<file path="config.mk">
export PLATFORM = sky130hd
export DESIGN_NAME = cpfb_div_cell
export DESIGN_NICKNAME = d
export VERILOG_FILES = /design/src/cpfb_pkg.sv /design/src/cpfb_div_cell.sv
export SDC_FILE = /design/constraint.sdc
export NUM_CORES = 1
export LEC_CHECK = 0
export BUFFER_PORTS_ARGS = -buffer_cell sky130_fd_sc_hd__buf_2
export CAP_MARGIN = 20
export CORE_AREA = 2 2 427 429
export DETAILED_ROUTE_END_ITERATION = 7
export DIE_AREA = 0 0 429 431
export SETUP_SLACK_MARGIN = 0.15
export SYNTH_ARGS = -nofsm -noshare
export SYNTH_HDL_FRONTEND = slang
export SYNTH_SLANG_ARGS = --single-unit
</file>
<file path="constraint.sdc">
create_clock -name clk_i -period 0.8 [get_ports clk_i]
set_clock_uncertainty 0.15 [all_clocks]
set_input_delay 0.08 -clock clk_i [delete_from_list [all_inputs] [get_ports clk_i]]
set_output_delay 0.08 -clock clk_i [all_outputs]
set_load 0.03 [all_outputs]
</file>
<file path="src/cpfb_pkg.sv">
// Shared types, register indexes and constants for the clip plane unit.
package cpfb_pkg;

  // Default width of the box coordinates that are actually used.
  localparam int unsigned CoordWidthDefault = 32;

  // Depth of the root and quotient cell rows.
  localparam int unsigned SqrtCells = 32;
  localparam int unsigned DivCells  = 32;

  // Configuration register indexes.
  localparam logic [2:0] CFG_ENABLED   = 3'd0;
  localparam logic [2:0] CFG_AXIS_MODE = 3'd1;
  localparam logic [2:0] CFG_REF_MODE  = 3'd2;
  localparam logic [2:0] CFG_OFFSET    = 3'd3;
  localparam logic [2:0] CFG_FLIP      = 3'd4;
  localparam logic [2:0] CFG_CUSTOM_X  = 3'd5;
  localparam logic [2:0] CFG_CUSTOM_Y  = 3'd6;
  localparam logic [2:0] CFG_CUSTOM_Z  = 3'd7;

  // Normal source codes.
  localparam logic [2:0] AXIS_X      = 3'd0;
  localparam logic [2:0] AXIS_Y      = 3'd1;
  localparam logic [2:0] AXIS_Z      = 3'd2;
  localparam logic [2:0] AXIS_VIEW   = 3'd3;
  localparam logic [2:0] AXIS_CUSTOM = 3'd4;

  // Reference point codes.
  localparam logic [1:0] REF_ORIGIN = 2'd0;
  localparam logic [1:0] REF_CENTER = 2'd1;
  localparam logic [1:0] REF_MIN    = 2'd2;
  localparam logic [1:0] REF_MAX    = 2'd3;

  localparam logic signed [31:0] ONE_Q16 = 32'sd65536;

  typedef struct packed {
    logic signed [31:0] box_min_x;
    logic signed [31:0] box_min_y;
    logic signed [31:0] box_min_z;
    logic signed [31:0] box_max_x;
    logic signed [31:0] box_max_y;
    logic signed [31:0] box_max_z;
    logic signed [31:0] view_dir_x;
    logic signed [31:0] view_dir_y;
    logic signed [31:0] view_dir_z;
  } in_t;

  typedef struct packed {
    logic signed [31:0] plane_a;
    logic signed [31:0] plane_b;
    logic signed [31:0] plane_c;
    logic signed [31:0] plane_d;
    logic               plane_valid;
  } out_t;

  // Side data that travels with a box through the cell rows.
  typedef struct packed {
    logic             ok;
    logic [2:0]       neg;
    logic             sh;
    logic [2:0][29:0] un;
    logic [2:0][32:0] p2;
    logic [32:0]      diag;
  } ctx_t;

  // One square root lane: radicand bits still to consume, remainder, root.
  typedef struct packed {
    logic [63:0] rad;
    logic [32:0] rem;
    logic [31:0] root;
  } sq_t;

  // One divide lane: dividend bits still to consume, remainder, quotient.
  typedef struct packed {
    logic [31:0] num;
    logic [31:0] rem;
    logic [31:0] quo;
  } dv_t;

  typedef struct packed {
    logic [31:0]     divisor;
    logic [2:0]      unused_pad;
    dv_t [2:0]       lane;
  } div_t;

endpackage

</file>
<file path="src/cpfb_div_cell.sv">
// One cell of the divide row: resolves one quotient bit on three lanes.
module cpfb_div_cell (
  input  logic            clk_i,
  input  logic            rst_ni,
  input  logic            en_i,
  input  logic            valid_i,
  input  cpfb_pkg::div_t  div_i,
  input  cpfb_pkg::ctx_t  ctx_i,
  output logic            valid_o,
  output cpfb_pkg::div_t  div_o,
  output cpfb_pkg::ctx_t  ctx_o
);

  logic           valid_q;
  cpfb_pkg::div_t div_q, div_d;
  cpfb_pkg::ctx_t ctx_q;

  // Shift in one dividend bit and subtract the divisor when it fits.
  always_comb begin
    logic [32:0] t;
    logic        ge;
    div_d = div_i;
    for (int l = 0; l < 3; l++) begin
      t  = {div_i.lane[l].rem, div_i.lane[l].num[31]};
      ge = (t >= {1'b0, div_i.divisor});
      div_d.lane[l].rem = ge ? 32'(t - {1'b0, div_i.divisor}) : t[31:0];
      div_d.lane[l].num = {div_i.lane[l].num[30:0], 1'b0};
      div_d.lane[l].quo = {div_i.lane[l].quo[30:0], ge};
    end
  end

  always_ff @(posedge clk_i or negedge rst_ni) begin
    if (!rst_ni) begin
      valid_q <= 1'b0;
    end else if (en_i) begin
      valid_q <= valid_i;
    end
  end

  always_ff @(posedge clk_i) begin
    if (en_i) begin
      div_q <= div_d;
      ctx_q <= ctx_i;
    end
  end

  assign valid_o = valid_q;
  assign div_o   = div_q;
  assign ctx_o   = ctx_q;

endmodule

</file>
==> impl_metrics.ini <==
[global_route]
grt_pass1_vias = 23900
grt_util_all_layers = 0.156
grt_pass1_wl_um = 198000
antenna_found_initial = 103
grt-ovfl-total = 0
grt_max_degree = 37

[routing]
drt_wl_total_um = 152000
viasPerCell = 3.76
dr_total_vias = 23000
drtIter0Drc = 1163
drt_pre_antenna_iters = 5
wl_per_cell_um = 24.8
final_antenna_net_count = 0
drc = 0

[sta]
fmax_mhz = 405
setup_violations = 648
final.setup.worst_slack_ps = -1670
slew-limit-headroom = 0.514
tightest_slew_ps = 729
finalCriticalPeriod_ps = 2470
rsz0062_at_grt = true
drv_slew = 0
hold_violations = 616
timing.final.crit_share = 3.08
setup_tns_ps = -526340
hold_ws_ps = -534

[worst_setup_path]
crit_top_cell = buf_12
crit_path_start_kind = primary input
end_kind = flip-flop
cp_cell_sequence = buf_8 -> clkinvlp_4 -> buf_12 -> ha_4 -> nand4_1 -> buf_6 -> buf_6 -> buf_4 -> nor3_1 -> and3_4 -> nor4_4 -> buf_4 -> o21ai_2 -> o21ai_4 -> buf_12 -> buf_12 -> buf_12 -> buf_16 -> nand2_2 -> o21ai_1
cp_top_family = buffers and inverters
cpPeakStageDelay_ps = 280
crit_slowest_cell = ha_4
cp.required_ps = 1080
critPathBufInv = 11
crit_type = primary input to flip-flop
worstPathArrival_ps = 2740
worstPathMaxFanout = 6

[logic_synthesis]
synth_flop_cell = edfxtp_1
synth-adder-area-share = 0.0545
synth_top_cell_by_area = edfxtp_1
async_flop_share = 0.00182
synth_compound_area_frac = 0.0954
netlist_top_cells_count = 547 x edfxtp_1, 96 x ha_1, 91 x nand2_1, 91 x o21ai_0, 81 x a21oi_1
synth_top_family_by_area = compound AO/OA/AOI/OAI gates
synth.yosys.seq_area_share = 0.711
yosys.area.top_type_share = 0.710
syn_area_um2 = 23100
ys_types = 78
synth_area_per_cell_um2 = 15.3
syn_inst = 1515
yosys.cell_count.top_type = edfxtp_1
synthMuxAreaShare = 0.0269
yosys.area_share.simple = 0.0614
synthTopCellsByArea = edfxtp_1 71%, ha_1 5.2%, o21ai_0 2.0%
ys_warn_count = 0
synth_seq_cells = 548
synthXorXnorAreaFrac = 0.0276
synth-edff-count = 547

[run]
drv_cap = 0

[run_status]
failed_checks = negative hold slack, negative setup slack
status = complete, but fails checks

[clock_tree]
numCtsBuffers = 70
clkLatencyLatePin_ps = 680
max-clock-path-buffers = 3
cts_tree = done
cts_sinks = 548
cts_root_buf = clkbuf_16
clk_pin_slew_ps = 60
htree_levels = 3

[place]
gp_congestion = 0.920
dp_hpwl_um = 120000
port_buffers = 1098
post-place-ws_ps = -2750

[layout]
final.fill_count = 18100
ff_latch_area_um2 = 16500
multiInputGateArea_um2 = 7940
nNetsFinal = 4312
drive_gt1_frac = 0.558
syn_to_final_growth_pct = 115

[floorplanning]
rows = 156
core_region_area_um2 = 180000
die_h_um = 431
start_util = 0.128
die_w_um = 429
io_pins = 1105
dieArea_um2 = 185000

[power]
worst_ir_drop_vdd_uv = 1240
p_total_mw = 101
power_density_nw_per_um2 = 2030
power.leakage_nw = 20.8

[hold_path]
hold_class = primary input to flip-flop
state kept, by name, summed over array words and instances (netlist names):
name,count
div_o,320
ctx_o,227
valid_o,1
metrics by stage:
step | cells | instance area [µm²] | utilization | hold WS (ps)
2_1_floorplan | 1517 | 23700 | - | -366
3_3_place_gp | 5400 | 37300 | 0.207 | -294
3_5_place_dp | 5400 | 37300 | 0.207 | -292
4_1_cts | 6049 | 49100 | 0.272 | -615
5_1_grt | 6096 | 49800 | 0.276 | -581
6_report | 6105 | 49800 | 0.277 | -534
where the power goes:
group          internal [mW]  switching, mW
clock network           18.7           13.8
logic                   15.7           16.0
registers               35.0           2.01
total                   69.4           31.8
area by class of cell:
| type | count | area share |
|---|---|---|
| inverter | 70 | 0.00766 |
| antenna | 24 | 0.00121 |
| clock inverter | 40 | 0.00954 |
| timing repair buffer | 2118 | 0.396 |
| tap | 2370 | 0.0595 |
| sequential | 548 | 0.330 |
| clock buffer | 84 | 0.0366 |
| multi-input combinational | 851 | 0.159 |
layout by cell type, fill, tap and decap left out, types with 54 or more instances in the layout:
cell type      count
buf_4            461
clkbuf_16         70
buf_6            486
a21oi_1           54
a21o_1            56
ha_1              54
buf_12           155
dlygate4sd3_1    467
nand2_1           62
buf_2            530
edfxtp_1         547
cells by family after synthesis:
| group | after synthesis |
|---|---|
| flops | 548 |
| other cells | 1 |
| buf+inv | 119 |
| simple gates | 285 |
| compound gates | 340 |
| mux | 50 |
| xor+xnor | 73 |
| fa+ha+maj | 99 |
per-layer routing:
metal / vias up / share of wire / global-route usage
met4: 42 / 0.076 / 0.104
met1: 11300 / 0.32 / 0.145
met5: - / 0.0017 / 0
met3: 431 / 0.064 / 0.0397
li1: 10100 / - / -
met2: 1078 / 0.54 / 0.300
path summary, 6_finish.rpt:
path                             from          to  slack (ps)  cells after the start
setup / recovery           div_i[299]  div_o[232]       -1670                     20
hold / removal             div_i[302]  div_o[302]        -530                      1
setup reg to reg              valid_o     valid_o        -140                      1
hold reg to reg               valid_o     valid_o         400                      1
max in group asynchronous      rst_ni     valid_o         260                      3
min in group asynchronous      rst_ni     valid_o         120                      3
what timing repair did:
item,in CTS,in global routing
setup buffers,59,24
endpoints found under the hold margin,1094,957
resized for setup,1221,95
hold buffers,458,10
gates cloned,8,0
pin swaps,72,81
setup endpoints to repair,648,648
(Power assumes the default switching activity.)
