==> src/cpfb_pkg.sv <==
// Shared types, register indexes and constants for the clip plane unit.
package cpfb_pkg;

  // Default width of the box coordinates that are actually used.
  localparam int unsigned CoordWidthDefault = 32;

  // Depth of the root and quotient cell rows.
  localparam int unsigned SqrtCells = 32;
  localparam int unsigned DivCells  = 32;

  // Configuration register indexes.
  localparam logic [2:0] CFG_ENABLED   = 3'd0;
  localparam logic [2:0] CFG_AXIS_MODE = 3'd1;
  localparam logic [2:0] CFG_REF_MODE  = 3'd2;
  localparam logic [2:0] CFG_OFFSET    = 3'd3;
  localparam logic [2:0] CFG_FLIP      = 3'd4;
  localparam logic [2:0] CFG_CUSTOM_X  = 3'd5;
  localparam logic [2:0] CFG_CUSTOM_Y  = 3'd6;
  localparam logic [2:0] CFG_CUSTOM_Z  = 3'd7;

  // Normal source codes.
  localparam logic [2:0] AXIS_X      = 3'd0;
  localparam logic [2:0] AXIS_Y      = 3'd1;
  localparam logic [2:0] AXIS_Z      = 3'd2;
  localparam logic [2:0] AXIS_VIEW   = 3'd3;
  localparam logic [2:0] AXIS_CUSTOM = 3'd4;

  // Reference point codes.
  localparam logic [1:0] REF_ORIGIN = 2'd0;
  localparam logic [1:0] REF_CENTER = 2'd1;
  localparam logic [1:0] REF_MIN    = 2'd2;
  localparam logic [1:0] REF_MAX    = 2'd3;

  localparam logic signed [31:0] ONE_Q16 = 32'sd65536;

  typedef struct packed {
    logic signed [31:0] box_min_x;
    logic signed [31:0] box_min_y;
    logic signed [31:0] box_min_z;
    logic signed [31:0] box_max_x;
    logic signed [31:0] box_max_y;
    logic signed [31:0] box_max_z;
    logic signed [31:0] view_dir_x;
    logic signed [31:0] view_dir_y;
    logic signed [31:0] view_dir_z;
  } in_t;

  typedef struct packed {
    logic signed [31:0] plane_a;
    logic signed [31:0] plane_b;
    logic signed [31:0] plane_c;
    logic signed [31:0] plane_d;
    logic               plane_valid;
  } out_t;

  // Side data that travels with a box through the cell rows.
  typedef struct packed {
    logic             ok;
    logic [2:0]       neg;
    logic             sh;
    logic [2:0][29:0] un;
    logic [2:0][32:0] p2;
    logic [32:0]      diag;
  } ctx_t;

  // One square root lane: radicand bits still to consume, remainder, root.
  typedef struct packed {
    logic [63:0] rad;
    logic [32:0] rem;
    logic [31:0] root;
  } sq_t;

  // One divide lane: dividend bits still to consume, remainder, quotient.
  typedef struct packed {
    logic [31:0] num;
    logic [31:0] rem;
    logic [31:0] quo;
  } dv_t;

  typedef struct packed {
    logic [31:0]     divisor;
    logic [2:0]      unused_pad;
    dv_t [2:0]       lane;
  } div_t;

endpackage

==> src/cpfb_sqrt_cell.sv <==
// One cell of the square root row: resolves one root bit on two lanes.
module cpfb_sqrt_cell (
  input  logic                 clk_i,
  input  logic                 rst_ni,
  input  logic                 en_i,
  input  logic                 valid_i,
  input  cpfb_pkg::sq_t [1:0]  lane_i,
  input  cpfb_pkg::ctx_t       ctx_i,
  output logic                 valid_o,
  output cpfb_pkg::sq_t [1:0]  lane_o,
  output cpfb_pkg::ctx_t       ctx_o
);

  logic                valid_q;
  cpfb_pkg::sq_t [1:0] lane_q, lane_d;
  cpfb_pkg::ctx_t      ctx_q;

  // Bring down two radicand bits and try the next root bit.
  always_comb begin
    logic [34:0] t;
    logic [34:0] trial;
    logic        ge;
    for (int l = 0; l < 2; l++) begin
      t     = {lane_i[l].rem, lane_i[l].rad[63:62]};
      trial = {1'b0, lane_i[l].root, 2'b01};
      ge    = (t >= trial);
      lane_d[l].rem  = ge ? 33'(t - trial) : t[32:0];
      lane_d[l].root = {lane_i[l].root[30:0], ge};
      lane_d[l].rad  = {lane_i[l].rad[61:0], 2'b00};
    end
  end

  always_ff @(posedge clk_i or negedge rst_ni) begin
    if (!rst_ni) begin
      valid_q <= 1'b0;
    end else if (en_i) begin
      valid_q <= valid_i;
    end
  end

  always_ff @(posedge clk_i) begin
    if (en_i) begin
      lane_q <= lane_d;
      ctx_q  <= ctx_i;
    end
  end

  assign valid_o = valid_q;
  assign lane_o  = lane_q;
  assign ctx_o   = ctx_q;

endmodule

==> config.mk <==
export PLATFORM = sky130hd
export DESIGN_NAME = cpfb_sqrt_cell
export DESIGN_NICKNAME = d
export VERILOG_FILES = /design/src/cpfb_pkg.sv /design/src/cpfb_sqrt_cell.sv
export SDC_FILE = /design/constraint.sdc
export NUM_CORES = 1
export LEC_CHECK = 0
export BUFFER_PORTS_ARGS = -buffer_cell sky130_fd_sc_hd__buf_2
export CAP_MARGIN = 20
export CORE_AREA = 8 8 375 377
export DETAILED_ROUTE_END_ITERATION = 8
export DIE_AREA = 0 0 383 385
export PLACE_DENSITY = 0.46
export REMOVE_ABC_BUFFERS = 1
export SLEW_MARGIN = 20
export SYNTH_ARGS = -nofsm -noshare
export SYNTH_HDL_FRONTEND = slang
export SYNTH_SLANG_ARGS = --single-unit
==> constraint.sdc <==
create_clock -name clk_i -period 0.8 [get_ports clk_i]
set_clock_uncertainty 0.05 [all_clocks]
set_input_delay 0.16 -clock clk_i [delete_from_list [all_inputs] [get_ports clk_i]]
set_output_delay 0.16 -clock clk_i [all_outputs]
set_load 0.02 [all_outputs]
==> flow_summary.json, run 1 <==
{
  "clk_path_buf_depth": 3,
  "synth-seq-cells": 482,
  "drive_gt1_frac": 0.556,
  "drt_iter0_markers": 791,
  "cts_tree": "done",
  "clkLatencyLatePin_ns": 0.65,
  "die_area_um2": 147000,
  "path_clk_slew_ns": 0.05,
  "ant_nets": 0,
  "dp_hpwl_mm": 79.7,
  "initial_core_util": 0.143,
  "rsz0062_at_grt": "yes",
  "synthCells": 1227,
  "synth_top_area_frac": 0.750,
  "crit_type": "in2reg",
  "cts_sinks": 482,
  "ys_seq_area_frac": 0.751,
  "ys_warn_count": 0,
  "placed_area_um2": 28800,
  "worst_ep_arrival_time_ns": 2.29,
  "pin_count": 975,
  "synth_top_area_cell": "edfxtp_1",
  "synth_cell_types": 65,
  "wire_per_inst_um": 21.1,
  "grt_max_degree": 38,
  "setup_ws_ns": -1.16,
  "hold_viol": 2,
  "status": "finished, violations left",
  "drv_cap": 0,
  "rows": 135,
  "vias_per_cell": 3.65,
  "avgSynthCellArea_um2": 15.7,
  "slowest_stage": "mux2_4",
  "synthesis.area_um2": 19300,
  "cellPowerDensity_nw_per_um2": 1940,
  "place.gp.congestion": 0.870,
  "required_ns": 1.13,
  "setup_tns_ns": -378.49,
  "area_growth_pct": 113,
  "cp_slowest_stage_delay_ns": 0.31,
  "cts_max_level": 2,
  "numCtsBuffers": 60,
  "fin_nets": 3640,
  "ir_drop_mv": 1.67,
  "fmax_ghz": 0.510,
  "vias": 18000,
  "synth-async-reset-ratio": 0.00207,
  "synth-main-ff-cell": "edfxtp_1",
  "setup_viol_count_final": 622,
  "overflow": 0,
  "synth-edff-count": 481,
  "ys_top_cells_by_area": "edfxtp_1 75%, ha_1 4.4%, a21oi_1 2.9%",
  "cp_cell_sequence": "buf_2 > inv_2 > ha_4 > a21oi_4 > o21ai_2 > a211oi_2 > o31ai_1 > buf_4 > a211oi_4 > o311ai_4 > buf_4 > buf_12 > mux2_4",
  "drc": 0,
  "crit_path_end_kind": "flop",
  "portBuffers": 970,
  "cts-root-buf": "clkbuf_16",
  "grt_util_all_layers": 0.131,
  "fin_area_um2": 41100,
  "slew_headroom": 0.623,
  "grt_pass1_wl_mm": 141,
  "worstMarginPinSlew_ns": 0.565,
  "die_h_um": 385,
  "grt_pass1_vias": 19600,
  "crit_top_cell": "buf_4",
  "holdWs_ns": -0.106,
  "dr.pass1.iters": 5,
  "path_max_fanout": 6,
  "post-route-period-util": 2.45,
  "violations": "negative hold slack, negative setup slack",
  "fp.dieW_um": 383,
  "p_leak_nw": 17.0,
  "core_area_um2": 135000,
  "antenna_found_initial": 44,
  "fin_crit_ns": 1.96,
  "slew_violations": 0,
  "wirelength_mm": 104,
  "fill_cells": 13500,
  "start_kind": "input port",
  "hold_class": "in2reg"
}
## per-layer routing
layer	vias up	track usage	wire (um)
li1	8375	-	-
met1	8717	0.136	37000
met2	694	0.248	55700
met3	171	0.0427	7620
met4	22	0.0414	3540
met5	-	0	127
## cell usage in the layout (no fill, tap or decap), types with 10 or more instances in the layout
cell and n:
a21oi_4 16, xor2_1 28, inv_4 10, clkbuf_16 61, edfxtp_1 481, buf_8 20, clkinv_1 16, nor2_4 32
a21o_1 28, o21ai_1 13, nor2_2 21, diode_2 13, buf_2 497, o21ai_0 19, inv_1 41, nor2_1 32
ha_1 18, buf_4 323, mux2_4 13, a21oi_2 46, dlygate4sd3_1 482, nand2_1 38, buf_6 475, inv_2 29
buf_12 21, a31oi_1 12, ha_4 48, xnor2_1 26, nand4_1 14, a21oi_1 51
## state kept, by name, summed over array words and instances (netlist names)
| signal | flops |
|---|---|
| lane_o | 254 |
| valid_o | 1 |
| ctx_o | 227 |
## report_power, final
group | internal [mW] | switching (mW)
combinational | 11.0 | 10.3
clock | 14.9 | 11.7
sequential | 30.5 | 1.24
## critical path, delay by kind of cell
kind	cells	cell delay, ns
compound gates	6	0.86
buf+inv	5	0.67
mux	1	0.31
fa+ha+maj	1	0.28
## area by class of cell
class,instances,area (um2),area share
Timing Repair Buffer,1825,16000,0.389
Sequential cell,482,14500,0.352
Multi-Input combinational cell,633,6160,0.150
Tap cell,1781,2230,0.0542
Clock buffer,66,1550,0.0376
Clock inverter,42,362,0.00879
Inverter,81,334,0.00812
Antenna cell,13,32.5,0.000791
## cell usage after synthesis, drive strengths merged, types with 15 or more instances
cell      n
a21o     28
a21oi   113
a31oi    16
buf      25
edfxtp  481
ha       68
inv      81
nand2    53
nand3    15
nor2     85
o21ai    44
xnor2    28
xor2     29
## per-stage QoR
step,util,total power [mW],worst slack (ns),hold WS [ns],std cells
floorplan,-,37.9,-2.60,-0.186,1196
global placement,0.214,46.3,-2.12,-0.115,4268
detailed placement,0.214,46.3,-2.17,-0.110,4268
CTS,0.292,79.4,-1.06,-0.299,4901
global route,0.305,83.1,-1.18,-0.170,4918
finish,0.305,79.7,-1.16,-0.106,4923
## worst paths after layout
path,from,end,slack (ns),cells past startpoint
min in group asynchronous,rst_ni,valid_o,0.39,3
hold / removal,lane_i[173],lane_o[175],-0.11,3
setup / recovery,lane_i[147],lane_o[191],-1.16,13
setup reg to reg,valid_o,valid_o,-0.10,1
hold reg to reg,valid_o,valid_o,0.61,1
max in group asynchronous,rst_ni,valid_o,0.20,3
## kinds of logic after synthesis
| logic type | after synthesis | synth area share |
|---|---|---|
| buffers and inverters | 115 | 0.0260 |
| flip-flops | 482 | 0.751 |
| other | 1 | 0.000195 |
| AO/OA/AOI/OAI | 254 | 0.0844 |
| XOR/XNOR | 57 | 0.0259 |
| AND/OR/NAND/NOR | 235 | 0.0582 |
| adder cells (fa/ha/maj) | 68 | 0.0442 |
| multiplexers | 15 | 0.0103 |
## what timing repair did
item	CTS	global route
gates resized for setup	873	543
cloned	11	0
pin swaps	117	44
setup endpoints to repair	551	622
setup buffers	37	13
hold buffers	481	1
endpoints found under the hold margin	524	6
Note: power is estimated with default switching activity, not from simulation.
==> inputs of run 2 (changes only) <==
--- a/config.mk
+++ b/config.mk
@@ -7,10 +7,10 @@
 export LEC_CHECK = 0
 export BUFFER_PORTS_ARGS = -buffer_cell sky130_fd_sc_hd__buf_2
 export CAP_MARGIN = 20
-export CORE_AREA = 8 8 375 377
+export CORE_AREA = 8 8 371 373
 export DETAILED_ROUTE_END_ITERATION = 8
-export DIE_AREA = 0 0 383 385
-export PLACE_DENSITY = 0.46
+export DIE_AREA = 0 0 379 381
+export PLACE_DENSITY = 0.47
 export REMOVE_ABC_BUFFERS = 1
 export SLEW_MARGIN = 20
 export SYNTH_ARGS = -nofsm -noshare
==> flow_summary.json, run 2 (same netlist as run 1, synthesis figures left out) <==
{
  "status": "finished, violations left",
  "violations": "negative hold slack, negative setup slack",
  "clkLatencyLatePin_ns": 0.63,
  "slew_violations": 0,
  "grt_max_degree": 45,
  "cts_hold_repair.buffers": 479,
  "fmax_ghz": 0.500,
  "fp.dieW_um": 379,
  "drc": 0,
  "portBuffers": 970,
  "die_area_um2": 144000,
  "rows": 134,
  "grt_pass1_vias": 19600,
  "fin_cells": 4925,
  "antenna_found_initial": 34,
  "post-route-period-util": 2.50,
  "crit_type": "in2reg",
  "p_switching_mw": 22.8,
  "intPower_mw": 55.7,
  "initial_core_util": 0.146,
  "ant_nets": 0,
  "final_cell_mix": "621 x buf_2, 481 x edfxtp_1, 479 x dlygate4sd3_1",
  "start_kind": "input port",
  "crit_top_cell": "a211oi_4",
  "slowest_stage": "mux2_4",
  "final_common_cell": "buf_2",
  "cp_top_family": "compound AO/OA/AOI/OAI gates",
  "drv_cap": 0,
  "overflow": 0,
  "dp_hpwl_mm": 80.9,
  "ir_drop_mv": 1.80,
  "grt_pass1_wl_mm": 142,
  "die_h_um": 381,
  "cts_sinks": 482,
  "wirelength_mm": 104,
  "fin_area_um2": 40300,
  "area_growth_pct": 109,
  "fill_cells": 13500,
  "vias": 18000,
  "path_clk_slew_ns": 0.06,
  "hold_class": "in2reg",
  "p_leak_nw": 16.8,
  "placed_area_um2": 29000,
  "place_inst": 4270,
  "required_ns": 1.13,
  "setup_viol_count_final": 814,
  "fin_nets": 3652,
  "swShare": 0.291,
  "clk_path_buf_depth": 3,
  "dr.pass1.iters": 7,
  "grt_util_all_layers": 0.135,
  "drt_iter0_markers": 701,
  "drive_gt1_frac": 0.553,
  "numCtsBuffers": 58,
  "rsz0062_at_grt": "yes",
  "cp_slowest_stage_delay_ns": 0.29,
  "pin_count": 975,
  "cp_cell_sequence": "buf_2 > inv_2 > ha_4 > nand4_1 > nor2_2 > nand3_4 > a211oi_4 > a211oi_4 > o311ai_4 > buf_6 > buf_12 > mux2_4",
  "wire_per_inst_um": 21.2,
  "seq_power_share": 0.405,
  "clkPwrFrac": 0.331,
  "place.gp.congestion": 0.830,
  "cts_max_level": 2,
  "vias_per_cell": 3.65,
  "hold_viol": 2,
  "cts_tree": "done",
  "crit_path_end_kind": "flop",
  "worst_ep_arrival_time_ns": 2.33,
  "fin_crit_ns": 2.00,
  "largest_reg_flops": 254,
  "cellPowerDensity_nw_per_um2": 1950,
  "path_max_fanout": 5,
  "setup_ws_ns": -1.20,
  "core_area_um2": 132000,
  "cts-root-buf": "clkbuf_16",
  "critPathBufInv": 4,
  "holdWs_ns": -0.0629,
  "power_frac_comb": 0.264
}
## run 2: changes by cell type in the layout (fill, tap and decap cells not counted), moves of 6 or more
cell / delta
clkinv_2: +6
buf_6: -127
nor2_4: -7
buf_2: +124
buf_12: +8
inv_6: -6
buf_4: +18
inv_2: -6
buf_8: -8
nor2_1: +9
## run 2: path summary, 6_finish.rpt
kind                              from          end  slack (ns)  cells past startpoint
setup / recovery           lane_i[151]  lane_o[190]       -1.20                     12
hold / removal             lane_i[173]  lane_o[175]       -0.06                      3
setup reg to reg               valid_o      valid_o       -0.06                      1
hold reg to reg                valid_o      valid_o        0.56                      1
max in group asynchronous       rst_ni      valid_o        0.23                      3
min in group asynchronous       rst_ni      valid_o        0.35                      3
## run 2: final cells by class
type | instances | area [um2] | area share
diodes | 15 | 37.5 | 0.000932
multi-input cells | 633 | 6030 | 0.150
clock inverters | 42 | 320 | 0.00796
inverters | 81 | 334 | 0.00830
well taps | 1768 | 2210 | 0.0549
flip-flops and latches | 482 | 14500 | 0.359
repair buffers | 1839 | 15400 | 0.382
clock buffers | 65 | 1500 | 0.0372
## run 2: what timing repair did
action,4_1_cts,5_1_grt
hold endpoints to repair,500,5
gates cloned,8,3
pin swaps,74,61
endpoints found under the setup margin,551,811
resized for setup,769,337
buffers inserted,24,26
## run 2: metal layers
metal	routed length, um	vias up	part of all wire	track usage
li1	-	8402	-	-
met1	38500	8677	0.37	0.149
met2	52300	687	0.50	0.239
met3	9710	166	0.093	0.0516
met4	3690	20	0.035	0.0421
met5	115	-	0.0011	0
## run 2: tightest hold or removal path, cell delays in order
cell and delay [ns]:
buf_2 0.12, buf_4 0.10, mux2_4 0.13
## run 2: through the flow
| step | TNS [ns] | total power [mW] | setup WS (ns) | hold WS (ns) | utilization |
|---|---|---|---|---|---|
| finish | -444.19 | 78.5 | -1.20 | -0.0629 | 0.305 |
| floorplan | -160.77 | 37.9 | -2.60 | -0.186 | - |
| global placement | -284.31 | 46.6 | -2.19 | -0.115 | 0.219 |
| global route | -480.95 | 81.8 | -1.21 | -0.119 | 0.305 |
| CTS | -464.06 | 78.6 | -1.13 | -0.149 | 0.294 |
| detailed placement | -288.63 | 46.6 | -2.30 | -0.111 | 0.219 |
## run 2: power groups by stage
stage          Sequential (mW)  Clock [mW]  Combinational, mW
6_report                  31.8        26.0               20.7
5_1_grt                   32.0        27.9               22.0
4_1_cts                   31.7        27.1               19.8
3_5_place_dp              31.9           0               14.8
3_3_place_gp              31.9           0               14.8
2_1_floorplan             34.6           0               3.32
==> inputs of run 3 (changes only) <==
--- a/config.mk
+++ b/config.mk
@@ -12,6 +12,7 @@
 export DIE_AREA = 0 0 379 381
 export PLACE_DENSITY = 0.47
 export REMOVE_ABC_BUFFERS = 1
+export SETUP_SLACK_MARGIN = 0.15
 export SLEW_MARGIN = 20
 export SYNTH_ARGS = -nofsm -noshare
 export SYNTH_HDL_FRONTEND = slang
==> flow_summary.json, run 3 (same netlist as run 1, synthesis figures left out) <==
{
  "status": "finished, violations left",
  "violations": "negative hold slack, negative setup slack",
  "fin_crit_ns": 1.98,
  "start_kind": "input port",
  "cts_sinks": 482,
  "fin_cells": 4879,
  "place.gp.congestion": 0.830,
  "multi_input_area_um2": 6180,
  "required_ns": 1.12,
  "drc": 0,
  "final_common_cell": "buf_2",
  "crit_type": "in2reg",
  "cp_top_family": "compound AO/OA/AOI/OAI gates",
  "numCtsBuffers": 58,
  "drv_cap": 0,
  "clkLatencyLatePin_ns": 0.63,
  "portBuffers": 970,
  "wirelength_mm": 104,
  "die_h_um": 381,
  "ant_nets": 0,
  "fin_nets": 3610,
  "cp-startpoint": "lane_i[149]",
  "fp.dieW_um": 379,
  "cp_cell_sequence": "buf_6 > inv_4 > ha_4 > nand2_2 > o21ai_2 > a211oi_2 > o31ai_1 > buf_4 > a211oi_4 > o311ai_4 > buf_6 > buf_12 > mux2_4",
  "die_area_um2": 144000,
  "setup_viol_count_final": 551,
  "cellPowerDensity_nw_per_um2": 1950,
  "dr.pass1.iters": 4,
  "post-route-period-util": 2.48,
  "path_clk_slew_ns": 0.06,
  "cts_tree": "done",
  "fill_cells": 13400,
  "place_ws_ns": -2.30,
  "crit_top_cell": "buf_6",
  "core_area_um2": 132000,
  "crit_path_end_kind": "flop",
  "rsz0062_at_grt": "yes",
  "ir_drop_mv": 1.79,
  "antenna_found_initial": 31,
  "worst_ep_arrival_time_ns": 2.30,
  "slowest_stage": "mux2_4",
  "r2r_slack_ns": -0.07,
  "vias": 17700,
  "drt_iter0_markers": 696,
  "grt_max_degree": 45,
  "p_leak_nw": 16.8,
  "area_growth_pct": 110,
  "r2r_start": "valid_o",
  "regArea_um2": 14500,
  "setup_ws_ns": -1.18,
  "largest_reg_flops": 254,
  "grt_pass1_wl_mm": 142,
  "grt_pass1_vias": 19400,
  "cp_slowest_stage_delay_ns": 0.29,
  "initial_core_util": 0.146,
  "fmax_ghz": 0.505,
  "crit_end": "lane_o[190]",
  "path_max_fanout": 5,
  "cts-root-buf": "clkbuf_16",
  "grt_util_all_layers": 0.135,
  "hold_class": "in2reg",
  "slew_violations": 0,
  "dp_hpwl_mm": 80.9,
  "final_cell_mix": "567 x buf_2, 481 x edfxtp_1, 437 x dlygate4sd3_1",
  "place_inst": 4270,
  "vias_per_cell": 3.64,
  "rows": 134,
  "worstReg2RegEnd": "valid_o",
  "cts_hold_repair.buffers": 437,
  "drive_gt1_frac": 0.567,
  "cts_max_level": 2,
  "clk_path_buf_depth": 3,
  "holdWs_ns": -0.213,
  "hold_viol": 53,
  "wire_per_inst_um": 21.4,
  "overflow": 0,
  "rr_worst_depth": 1,
  "critPathBufInv": 5,
  "pin_count": 975,
  "path_depth": 13
}
==> run 3: worst min-delay path by stage <==
stage / slack (ns) / to / cells after the start / startpoint
after global routing: -0.27 / lane_o[166] / 2 / lane_i[164]
after global placement: -0.12 / valid_o / 1 / rst_ni
after floorplan: -0.19 / valid_o / 0 / rst_ni
after detailed placement: -0.11 / valid_o / 1 / rst_ni
after CTS: -0.29 / lane_o[166] / 2 / lane_i[164]
final: -0.21 / lane_o[166] / 2 / lane_i[164]
==> run 3: layout make-up <==
cell class,count,share of cell area
well taps,1768,0.0546
diodes,11,0.000680
inverters,81,0.00856
repair buffers,1797,0.381
flip-flops and latches,482,0.357
clock inverters,42,0.00791
clock buffers,65,0.0370
multi-input cells,633,0.153
==> run 3: power breakdown <==
part / total [mW] / internal, mW / switching (mW) / leakage, nW
Combinational: 21.1 / 10.8 / 10.3 / 11.2
Sequential: 31.8 / 30.5 / 1.28 / 4.72
Clock: 26.1 / 14.7 / 11.4 / 0.880
Total: 79.0 / 56.0 / 23.0 / 16.8
==> run 3: timing repair <==
action,4_1_cts,5_1_grt
hold endpoints to repair,500,57
setup buffers,24,17
endpoints found under the setup margin,551,553
pin swaps,84,62
gates resized for setup,824,438
cloned,11,2
==> run 3: routing by layer <==
metal / vias to the layer above / GRT usage / share of wire
li1: 8312 / - / -
met1: 8601 / 0.147 / 0.37
met2: 648 / 0.240 / 0.51
met3: 163 / 0.0538 / 0.093
met4: 20 / 0.0413 / 0.034
met5: - / 0 / 0.0011
==> run 3: through the flow <==
step	power, mW	hold WS [ns]	utilization	setup TNS (ns)	cell area, um2
finish	79.0	-0.213	0.306	-358.49	40500
CTS	78.8	-0.293	0.293	-394.83	38700
detailed placement	46.6	-0.111	0.219	-288.63	29000
global route	82.3	-0.271	0.306	-399.52	40500
global placement	46.6	-0.115	0.219	-284.31	29000
floorplan	37.9	-0.186	-	-160.77	19100
